--- src/rtl/far_pkg.sv ---
// ----------------------------------------------------------------------------
// far_pkg: shared constants and types for the fraction arithmetic unit
// operand widths, derived datapath widths, operation and result kind codes
// ----------------------------------------------------------------------------
package far_pkg;

    // numerator width; denominators are one bit narrower
    localparam int OPERAND_BITS = 16;
    localparam int NUM_W        = OPERAND_BITS;
    localparam int DEN_W        = OPERAND_BITS - 1;

    // fixed output field widths
    localparam int NUM_OUT_W = 32;
    localparam int DEN_OUT_W = 30;

    // magnitude width of products and of the sum of two products
    localparam int GW  = 2 * OPERAND_BITS - 1;
    localparam int PW  = 2 * OPERAND_BITS;
    localparam int SW  = GW + 1;
    localparam int KW  = $clog2(GW + 1);
    localparam int CW  = $clog2(GW);

    // widths used to sign or zero extend before cutting to the output fields
    localparam int OUT_EXT_W = (GW + 1 > NUM_OUT_W) ? GW + 1 : NUM_OUT_W;
    localparam int DEN_EXT_W = (GW + 1 > DEN_OUT_W) ? GW + 1 : DEN_OUT_W;

    // operation codes
    localparam logic [1:0] MODE_ADD = 2'd0;
    localparam logic [1:0] MODE_SUB = 2'd1;
    localparam logic [1:0] MODE_MUL = 2'd2;
    localparam logic [1:0] MODE_DIV = 2'd3;

    // result kind codes
    localparam logic [1:0] KIND_ZERO    = 2'd0;
    localparam logic [1:0] KIND_WHOLE   = 2'd1;
    localparam logic [1:0] KIND_FRACT   = 2'd2;
    localparam logic [1:0] KIND_DIVZERO = 2'd3;

    typedef enum logic [8:0] {
        ST_IDLE    = 9'b000000001,
        ST_MUL_DEN = 9'b000000010,
        ST_MUL_T1  = 9'b000000100,
        ST_MUL_T2  = 9'b000001000,
        ST_COMBINE = 9'b000010000,
        ST_GCD     = 9'b000100000,
        ST_DIV_NUM = 9'b001000000,
        ST_DIV_DEN = 9'b010000000,
        ST_FINISH  = 9'b100000000
    } state_t;

endpackage

--- src/rtl/fraction_arith_reduce.sv ---
// ----------------------------------------------------------------------------
// fraction_arith_reduce: signed fraction add, subtract, multiply, divide
// cross-multiplies, reduces by the greatest common divisor, flags zero divisor
// ----------------------------------------------------------------------------
// sequence: a multiply step for the denominator, one or two for the numerator terms,
//   a combine step, a binary gcd, two restoring divisions and a finish step;
//   zero and divide-by-zero results go from the combine step straight to finish
// throughput: one request at a time; in_ready is high only when idle, and the
//   finish step waits while an earlier result is still held on the output
// reset: rst_n clears the sequencer and the output valid flag at once
module fraction_arith_reduce
    import far_pkg::*;
(
    input  logic                        clk,
    input  logic                        rst_n,
    input  logic                        in_valid,
    output logic                        in_ready,
    input  logic [1:0]                  mode,
    input  logic signed [NUM_W-1:0]     left_num,
    input  logic [DEN_W-1:0]            left_den,
    input  logic signed [NUM_W-1:0]     right_num,
    input  logic [DEN_W-1:0]            right_den,
    output logic                        out_valid,
    input  logic                        out_ready,
    output logic signed [NUM_OUT_W-1:0] result_num,
    output logic [DEN_OUT_W-1:0]        result_den,
    output logic [1:0]                  result_kind
);

    // sequencer and output handshake
    state_t state_reg, state_next;
    logic   out_valid_reg, out_valid_next;

    // captured operands in sign-magnitude form
    logic [1:0]       mode_reg, mode_next;
    logic             ln_neg_reg, ln_neg_next;
    logic             rn_neg_reg, rn_neg_next;
    logic [NUM_W-1:0] ln_mag_reg, ln_mag_next;
    logic [NUM_W-1:0] rn_mag_reg, rn_mag_next;
    logic [DEN_W-1:0] ld_reg, ld_next;
    logic [DEN_W-1:0] rd_reg, rd_next;

    // products
    logic [GW-1:0] den_reg, den_next;
    logic [GW-1:0] t1_reg, t1_next;
    logic [GW-1:0] t2_reg, t2_next;

    // unreduced value, later replaced by the quotients
    logic          neg_reg, neg_next;
    logic [GW-1:0] num_mag_reg, num_mag_next;
    logic [GW-1:0] den_val_reg, den_val_next;
    logic          spec_reg, spec_next;
    logic [1:0]    kind_reg, kind_next;

    // gcd working registers; ga holds the divisor once the gcd is found
    logic [GW-1:0] ga_reg, ga_next;
    logic [GW-1:0] gb_reg, gb_next;
    logic [KW-1:0] gk_reg, gk_next;

    // divider
    logic [GW-1:0] rem_reg, rem_next;
    logic [GW-1:0] dq_reg, dq_next;
    logic [CW-1:0] cnt_reg, cnt_next;

    // output payload
    logic signed [NUM_OUT_W-1:0] res_num_reg, res_num_next;
    logic [DEN_OUT_W-1:0]        res_den_reg, res_den_next;
    logic [1:0]                  res_kind_reg, res_kind_next;

    // shared multiplier
    logic [NUM_W-1:0] mul_a, mul_b;
    logic [PW-1:0]    mul_p;

    // shared subtractor, extra top bit is the borrow
    logic [SW-1:0] sub_a, sub_b;
    logic [SW:0]   sub_full;
    logic          sub_borrow;

    // helpers
    logic [NUM_W-1:0]     ln_raw, rn_raw;
    logic [SW-1:0]        rem_sh;
    logic [GW-1:0]        comb_mag;
    logic                 comb_neg;
    logic                 t1_ge_t2;
    logic                 ga_gt_gb;
    logic [OUT_EXT_W-1:0] num_ext;
    logic [DEN_EXT_W-1:0] den_ext;
    logic                 in_acc;
    logic                 out_free;

    assign in_ready    = (state_reg == ST_IDLE);
    assign in_acc      = in_valid && in_ready;
    assign out_valid   = out_valid_reg;
    assign out_free    = !out_valid_reg || out_ready;
    assign result_num  = res_num_reg;
    assign result_den  = res_den_reg;
    assign result_kind = res_kind_reg;

    assign ln_raw = left_num;
    assign rn_raw = right_num;

    assign mul_p      = mul_a * mul_b;
    assign sub_full   = {1'b0, sub_a} - {1'b0, sub_b};
    assign sub_borrow = sub_full[SW];

    assign t1_ge_t2 = (t1_reg >= t2_reg);
    assign ga_gt_gb = (ga_reg > gb_reg);
    assign rem_sh   = {rem_reg, dq_reg[GW-1]};

    // multiplier operand select per step
    always_comb
    begin
        mul_a = '0;
        mul_b = '0;
        case (state_reg)
            ST_MUL_DEN:
            begin
                mul_a = NUM_W'(ld_reg);
                mul_b = (mode_reg == MODE_DIV) ? rn_mag_reg : NUM_W'(rd_reg);
            end
            ST_MUL_T1:
            begin
                mul_a = ln_mag_reg;
                mul_b = (mode_reg == MODE_MUL) ? rn_mag_reg : NUM_W'(rd_reg);
            end
            ST_MUL_T2:
            begin
                mul_a = rn_mag_reg;
                mul_b = NUM_W'(ld_reg);
            end
            default:
            begin
                mul_a = '0;
                mul_b = '0;
            end
        endcase
    end

    // subtractor operand select: term difference, gcd step, division step
    always_comb
    begin
        sub_a = '0;
        sub_b = '0;
        case (state_reg)
            ST_COMBINE:
            begin
                sub_a = t1_ge_t2 ? SW'(t1_reg) : SW'(t2_reg);
                sub_b = t1_ge_t2 ? SW'(t2_reg) : SW'(t1_reg);
            end
            ST_GCD:
            begin
                sub_a = ga_gt_gb ? SW'(ga_reg) : SW'(gb_reg);
                sub_b = ga_gt_gb ? SW'(gb_reg) : SW'(ga_reg);
            end
            ST_DIV_NUM, ST_DIV_DEN:
            begin
                sub_a = rem_sh;
                sub_b = SW'(ga_reg);
            end
            default:
            begin
                sub_a = '0;
                sub_b = '0;
            end
        endcase
    end

    // signed sum of the two cross terms, or the single product
    always_comb
    begin
        comb_mag = t1_reg;
        comb_neg = ln_neg_reg ^ rn_neg_reg;
        if (mode_reg == MODE_ADD || mode_reg == MODE_SUB)
        begin
            if (ln_neg_reg == rn_neg_reg)
            begin
                comb_mag = t1_reg + t2_reg;
                comb_neg = ln_neg_reg;
            end
            else
            begin
                comb_mag = sub_full[GW-1:0];
                comb_neg = t1_ge_t2 ? ln_neg_reg : rn_neg_reg;
            end
        end
    end

    // output formatting: sign onto the numerator, cut to field widths
    always_comb
    begin
        num_ext = OUT_EXT_W'(num_mag_reg);
        if (neg_reg)
        begin
            num_ext = '0 - num_ext;
        end
        den_ext = DEN_EXT_W'(den_val_reg);
    end

    // sequencer
    always_comb
    begin
        state_next     = state_reg;
        out_valid_next = out_valid_reg;
        mode_next      = mode_reg;
        ln_neg_next    = ln_neg_reg;
        rn_neg_next    = rn_neg_reg;
        ln_mag_next    = ln_mag_reg;
        rn_mag_next    = rn_mag_reg;
        ld_next        = ld_reg;
        rd_next        = rd_reg;
        den_next       = den_reg;
        t1_next        = t1_reg;
        t2_next        = t2_reg;
        neg_next       = neg_reg;
        num_mag_next   = num_mag_reg;
        den_val_next   = den_val_reg;
        spec_next      = spec_reg;
        kind_next      = kind_reg;
        ga_next        = ga_reg;
        gb_next        = gb_reg;
        gk_next        = gk_reg;
        rem_next       = rem_reg;
        dq_next        = dq_reg;
        cnt_next       = cnt_reg;
        res_num_next   = res_num_reg;
        res_den_next   = res_den_reg;
        res_kind_next  = res_kind_reg;

        if (out_valid_reg && out_ready)
        begin
            out_valid_next = 1'b0;
        end

        case (state_reg)
            ST_IDLE:
            begin
                if (in_acc)
                begin
                    // most negative code keeps its magnitude in the unsigned form
                    mode_next   = mode;
                    ln_neg_next = ln_raw[NUM_W-1];
                    ln_mag_next = ln_raw[NUM_W-1] ? ('0 - ln_raw) : ln_raw;
                    rn_neg_next = rn_raw[NUM_W-1] ^ (mode == MODE_SUB);
                    rn_mag_next = rn_raw[NUM_W-1] ? ('0 - rn_raw) : rn_raw;
                    ld_next     = left_den;
                    rd_next     = right_den;
                    state_next  = ST_MUL_DEN;
                end
            end
            ST_MUL_DEN:
            begin
                den_next   = mul_p[GW-1:0];
                state_next = ST_MUL_T1;
            end
            ST_MUL_T1:
            begin
                t1_next = mul_p[GW-1:0];
                if (mode_reg == MODE_ADD || mode_reg == MODE_SUB)
                begin
                    state_next = ST_MUL_T2;
                end
                else
                begin
                    state_next = ST_COMBINE;
                end
            end
            ST_MUL_T2:
            begin
                t2_next    = mul_p[GW-1:0];
                state_next = ST_COMBINE;
            end
            ST_COMBINE:
            begin
                neg_next = comb_neg;
                if (den_reg == '0)
                begin
                    // zero denominator
                    neg_next     = 1'b0;
                    num_mag_next = '0;
                    den_val_next = '0;
                    spec_next    = 1'b1;
                    kind_next    = KIND_DIVZERO;
                    state_next   = ST_FINISH;
                end
                else if (comb_mag == '0)
                begin
                    neg_next     = 1'b0;
                    num_mag_next = '0;
                    den_val_next = GW'(1);
                    spec_next    = 1'b1;
                    kind_next    = KIND_ZERO;
                    state_next   = ST_FINISH;
                end
                else
                begin
                    num_mag_next = comb_mag;
                    den_val_next = den_reg;
                    spec_next    = 1'b0;
                    ga_next      = comb_mag;
                    gb_next      = den_reg;
                    gk_next      = '0;
                    state_next   = ST_GCD;
                end
            end
            ST_GCD:
            begin
                // binary gcd, one step a cycle
                if (ga_reg == gb_reg)
                begin
                    ga_next    = ga_reg << gk_reg;
                    rem_next   = '0;
                    dq_next    = num_mag_reg;
                    cnt_next   = '0;
                    state_next = ST_DIV_NUM;
                end
                else if (!ga_reg[0] && !gb_reg[0])
                begin
                    ga_next = ga_reg >> 1;
                    gb_next = gb_reg >> 1;
                    gk_next = gk_reg + KW'(1);
                end
                else if (!ga_reg[0])
                begin
                    ga_next = ga_reg >> 1;
                end
                else if (!gb_reg[0])
                begin
                    gb_next = gb_reg >> 1;
                end
                else if (ga_gt_gb)
                begin
                    ga_next = sub_full[GW-1:0] >> 1;
                end
                else
                begin
                    gb_next = sub_full[GW-1:0] >> 1;
                end
            end
            ST_DIV_NUM, ST_DIV_DEN:
            begin
                // restoring division, one quotient bit a cycle
                rem_next = sub_borrow ? rem_sh[GW-1:0] : sub_full[GW-1:0];
                dq_next  = {dq_reg[GW-2:0], !sub_borrow};
                cnt_next = cnt_reg + CW'(1);
                if (cnt_reg == CW'(GW - 1))
                begin
                    cnt_next = '0;
                    rem_next = '0;
                    if (state_reg == ST_DIV_NUM)
                    begin
                        num_mag_next = {dq_reg[GW-2:0], !sub_borrow};
                        dq_next      = den_val_reg;
                        state_next   = ST_DIV_DEN;
                    end
                    else
                    begin
                        den_val_next = {dq_reg[GW-2:0], !sub_borrow};
                        state_next   = ST_FINISH;
                    end
                end
            end
            ST_FINISH:
            begin
                if (out_free)
                begin
                    res_num_next   = num_ext[NUM_OUT_W-1:0];
                    res_den_next   = den_ext[DEN_OUT_W-1:0];
                    if (spec_reg)
                    begin
                        res_kind_next = kind_reg;
                    end
                    else if (den_val_reg == GW'(1))
                    begin
                        res_kind_next = KIND_WHOLE;
                    end
                    else
                    begin
                        res_kind_next = KIND_FRACT;
                    end
                    out_valid_next = 1'b1;
                    state_next     = ST_IDLE;
                end
            end
            default:
            begin
                state_next = ST_IDLE;
            end
        endcase
    end

    // control state
    always_ff @(posedge clk or negedge rst_n)
    begin
        if (!rst_n)
        begin
            state_reg     <= ST_IDLE;
            out_valid_reg <= 1'b0;
        end
        else
        begin
            state_reg     <= state_next;
            out_valid_reg <= out_valid_next;
        end
    end

    // datapath, no reset
    always_ff @(posedge clk)
    begin
        mode_reg     <= mode_next;
        ln_neg_reg   <= ln_neg_next;
        rn_neg_reg   <= rn_neg_next;
        ln_mag_reg   <= ln_mag_next;
        rn_mag_reg   <= rn_mag_next;
        ld_reg       <= ld_next;
        rd_reg       <= rd_next;
        den_reg      <= den_next;
        t1_reg       <= t1_next;
        t2_reg       <= t2_next;
        neg_reg      <= neg_next;
        num_mag_reg  <= num_mag_next;
        den_val_reg  <= den_val_next;
        spec_reg     <= spec_next;
        kind_reg     <= kind_next;
        ga_reg       <= ga_next;
        gb_reg       <= gb_next;
        gk_reg       <= gk_next;
        rem_reg      <= rem_next;
        dq_reg       <= dq_next;
        cnt_reg      <= cnt_next;
        res_num_reg  <= res_num_next;
        res_den_reg  <= res_den_next;
        res_kind_reg <= res_kind_next;
    end

    // busy after taking a request
    a_busy_after_accept: assert property (@(posedge clk) disable iff (!rst_n)
        in_acc |=> !in_ready)
        else $error("block ready right after accepting a request");

    // gcd operands never reach zero
    a_gcd_nonzero: assert property (@(posedge clk) disable iff (!rst_n)
        (state_reg == ST_GCD) |-> (ga_reg != '0) && (gb_reg != '0))
        else $error("gcd operand became zero");

    // divide-by-zero result has zero fields
    a_divzero_fields: assert property (@(posedge clk) disable iff (!rst_n)
        (out_valid_reg && res_kind_reg == KIND_DIVZERO)
            |-> (res_den_reg == '0) && (res_num_reg == '0))
        else $error("divide-by-zero result with nonzero fields");

    // zero result is 0/1
    a_zero_fields: assert property (@(posedge clk) disable iff (!rst_n)
        (out_valid_reg && res_kind_reg == KIND_ZERO)
            |-> (res_num_reg == '0) && (res_den_reg == DEN_OUT_W'(1)))
        else $error("zero result not 0/1");

    // whole result has unit denominator
    a_whole_den: assert property (@(posedge clk) disable iff (!rst_n)
        (out_valid_reg && res_kind_reg == KIND_WHOLE) |-> (res_den_reg == DEN_OUT_W'(1)))
        else $error("whole result with denominator other than one");

endmodule

--- config.mk ---
export PLATFORM = sky130hd
export DESIGN_NAME = fraction_arith_reduce
export DESIGN_NICKNAME = d
export VERILOG_FILES = /design/src/rtl/far_pkg.sv /design/src/rtl/fraction_arith_reduce.sv
export SDC_FILE = /design/constraint.sdc
export NUM_CORES = 2
export LEC_CHECK = 0
export ABC_AREA = 1
export BUFFER_PORTS_ARGS = -buffer_cell sky130_fd_sc_hd__buf_2
export CAP_MARGIN = 5
export CORE_MARGIN = 3
export CORE_UTILIZATION = 30
export DETAILED_ROUTE_END_ITERATION = 8
export GPL_ROUTABILITY_DRIVEN = 0
export PLACE_DENSITY = 0.56
export SKIP_CTS_REPAIR_TIMING = 1
export SYNTH_ARGS = -nofsm -noshare
export SYNTH_HDL_FRONTEND = slang
export SYNTH_SLANG_ARGS = --single-unit
--- constraint.sdc ---
create_clock -name clk -period 9.3 [get_ports clk]
set_input_delay 0.93 -clock clk [delete_from_list [all_inputs] [get_ports clk]]
set_output_delay 0.93 -clock clk [all_outputs]
set_load 0.01 [all_outputs]
==> run_results.csv <==
group,metric,value,unit
synth,ys_ff_latch,432,
global_routing,grt_pass1_vias,32559,
drt,first_iter_violations,4325,
synth,yosys_most_used_dff,"edfxtp_1",
timing,period_needed,8.60,ns
clocking,cts_tree,"yes",
finish,final_cell_mix,"nand2_1 (1,129), inv_1 (779), edfxtp_1 (422)",
placed_design,place_hpwl,110,mm
finish,fin_cells,6579,
clocking,numCtsBuffers,51,
placed_design,dp.cells,6483,
timing,slew_headroom,18.1,%
critical_path,startpoint_type,"flop",
synth,yosysSeqAreaShare,34.0,%
synth,synth_cells,4846,
synth,synth_cell_types,58,
timing,setup_viol,0,
clocking,insertion_delay,0.67,ns
synth,synth_top_cell_area_share,33.4,%
critical_path,crit_type,"flop to flop",
global_routing,grt_remaining_overflow,0,
die,die-height,362,um
critical_path,end_kind,"flop",
drt,viasPerCell,5.23,
die,dieWidth,362,um
drt,ant_nets,0,
die,rows,129,
synth,synth_edf_count,422,
drt,vias,34432,
timing,worst_slew_pin_slew,1.23,ns
pwr,peakVddDrop,169,uV
synth,syn_area_per_cell,7.84,um^2
timing,rsz0062_at_grt,"false",
drt,routed_wl,137,mm
drt,drc,0,
placed_design,io_buffers,133,
global_routing,grt_usage,20.4,%
clocking,cts_buffer_depth,3,
finish,final_layout_size_suffix_gt1_share,7.39,%
finish,synthToLayoutAreaGrowth,11.0,%
critical_path,cp.required,9.69,ns
critical_path,path_max_fanout,16,
flow_run,max_cap_violations,0,
critical_path,arrival,9.00,ns
critical_path,cp_slowest_cell,"nor4_4",
synth,netlist_area,38000,um^2
clocking,htree_levels,2,
timing,drv_slew,0,
timing,clock_skew,0.0873,ns
finish,final_nets,5393,
clocking,cts_root_buf,"clkbuf_16",
finish,final_common_cell,"nand2_1",
pwr,p_leak,19.0,nW
finish,largest_reg_flops,32,
hold_path,hold_path_class,"input pin to asynchronous set/reset pin",
pwr,power,0.00759,W
finish,fin_util,33.8,%
drt,avgRoutedWirePerCell,20.8,um
synth,syn_nets,5340,
die,ios,134,
timing,clock.fmax,116,MHz
global_routing,grt_pass1_wl,205,mm
critical_path,cp_slowest_stage_delay,0.92,ns
global_routing,grt_start_max_net_pins,89,
pwr,power_density,180,nW/um^2
finish,num_antenna_cells,0,
timing,whs,0.123,ns
synth,yosys_warnings,0,
die,core_area,125000,um^2
timing,hold_violations,0,
finish,fill_cells,13173,
clocking,cts.sinks,432,
synth,synth_top_cell_by_area,"edfxtp_1",
die,initial_utilization,30.5,%
die,die_area,131000,um^2
drt,dr.pass1.iters,6,
synth,async_flop_share,2.31,%
timing,timing.final.crit_share,92.5,%
clocking,clk_pin_slew,0.06,ns
global_routing,antenna_found_initial,3,
synth,synth_area_leaders,"edfxtp_1 (33%), nand2_1 (11%), fa_1 (10%), inv_1 (7.7%), ha_1 (7.6%)",
timing,setup_tns,0,ns
run_status,status,"completed",
## through the flow
step / cell area [um^2] / setup WS [ns]
detailed placement: 40400 / 0.817
global placement: 40400 / 0.996
floorplan: 38000 / 1.50
CTS: 42200 / 0.831
global route: 42200 / 0.133
finish: 42200 / 0.695
## cells in the mapped netlist, drive strengths merged (53+ instances only)
library cell / number
buf: 53
xor2: 60
ha: 231
a21oi: 253
clkbuf: 132
edfxtp: 422
nand2: 1150
o21ai: 350
inv: 803
nand3: 350
fa: 195
o211ai: 79
nor2: 402
## layer usage
metal  share of wire [%]  global-route usage, %  wire, um
met2                  44                   31.3     59600
met3                 9.6                   3.90     13200
met5                   0                      0         0
met4                 3.6                   6.48      4870
met1                  43                   29.0     59400
## worst max-delay path, delay by kind of cell, from the launching register on
kind / cells / cell delay [ns]
fa+ha+maj: 7 / 3.39
simple gates: 9 / 2.34
buf+inv: 5 / 1.02
compound gates: 5 / 0.96
flops: 1 / 0.47
xor+xnor: 1 / 0.16
## cells by family after synthesis
kind of cell             share of synthesized area, %
buffers and inverters                            10.1
flip-flops                                       34.0
AND/OR/NAND/NOR                                  22.7
multiplexers                                    0.263
AO/OA/AOI/OAI                                    12.7
adder cells (fa/ha/maj)                          17.9
XOR/XNOR                                         2.37
## power breakdown
| part | internal [W] | switching, W |
|---|---|---|
| clock | 0.00121 | 0.000909 |
| sequential | 0.00242 | 0.000185 |
| combinational | 0.000755 | 0.00211 |
| total | 0.00438 | 0.00321 |
## cell type report
class	instances	area, um^2	area share, %
Clock buffer	64	1350	3.19
Clock inverter	32	403	0.956
Inverter	815	3060	7.26
Multi-Input combinational cell	3414	21300	50.6
Sequential cell	432	12900	30.7
Tap cell	1637	2050	4.86
Timing Repair Buffer	185	1060	2.50
## final timing paths
kind | start | end | slack (ns) | cells after the start
max | state_reg[8] | t2_reg[27] | 0.70 | 27
min | rst_n | state_reg[5] | 0.12 | 1
max reg2reg | state_reg[8] | t2_reg[27] | 0.70 | 27
min reg2reg | den_val_reg[22] | result_den[22] | 0.48 | 0
max in group asynchronous | rst_n | state_reg[0] | 8.92 | 1
min in group clk | left_den[10] | ld_reg[10] | 0.45 | 1
Power figures use the tool's default switching activity.
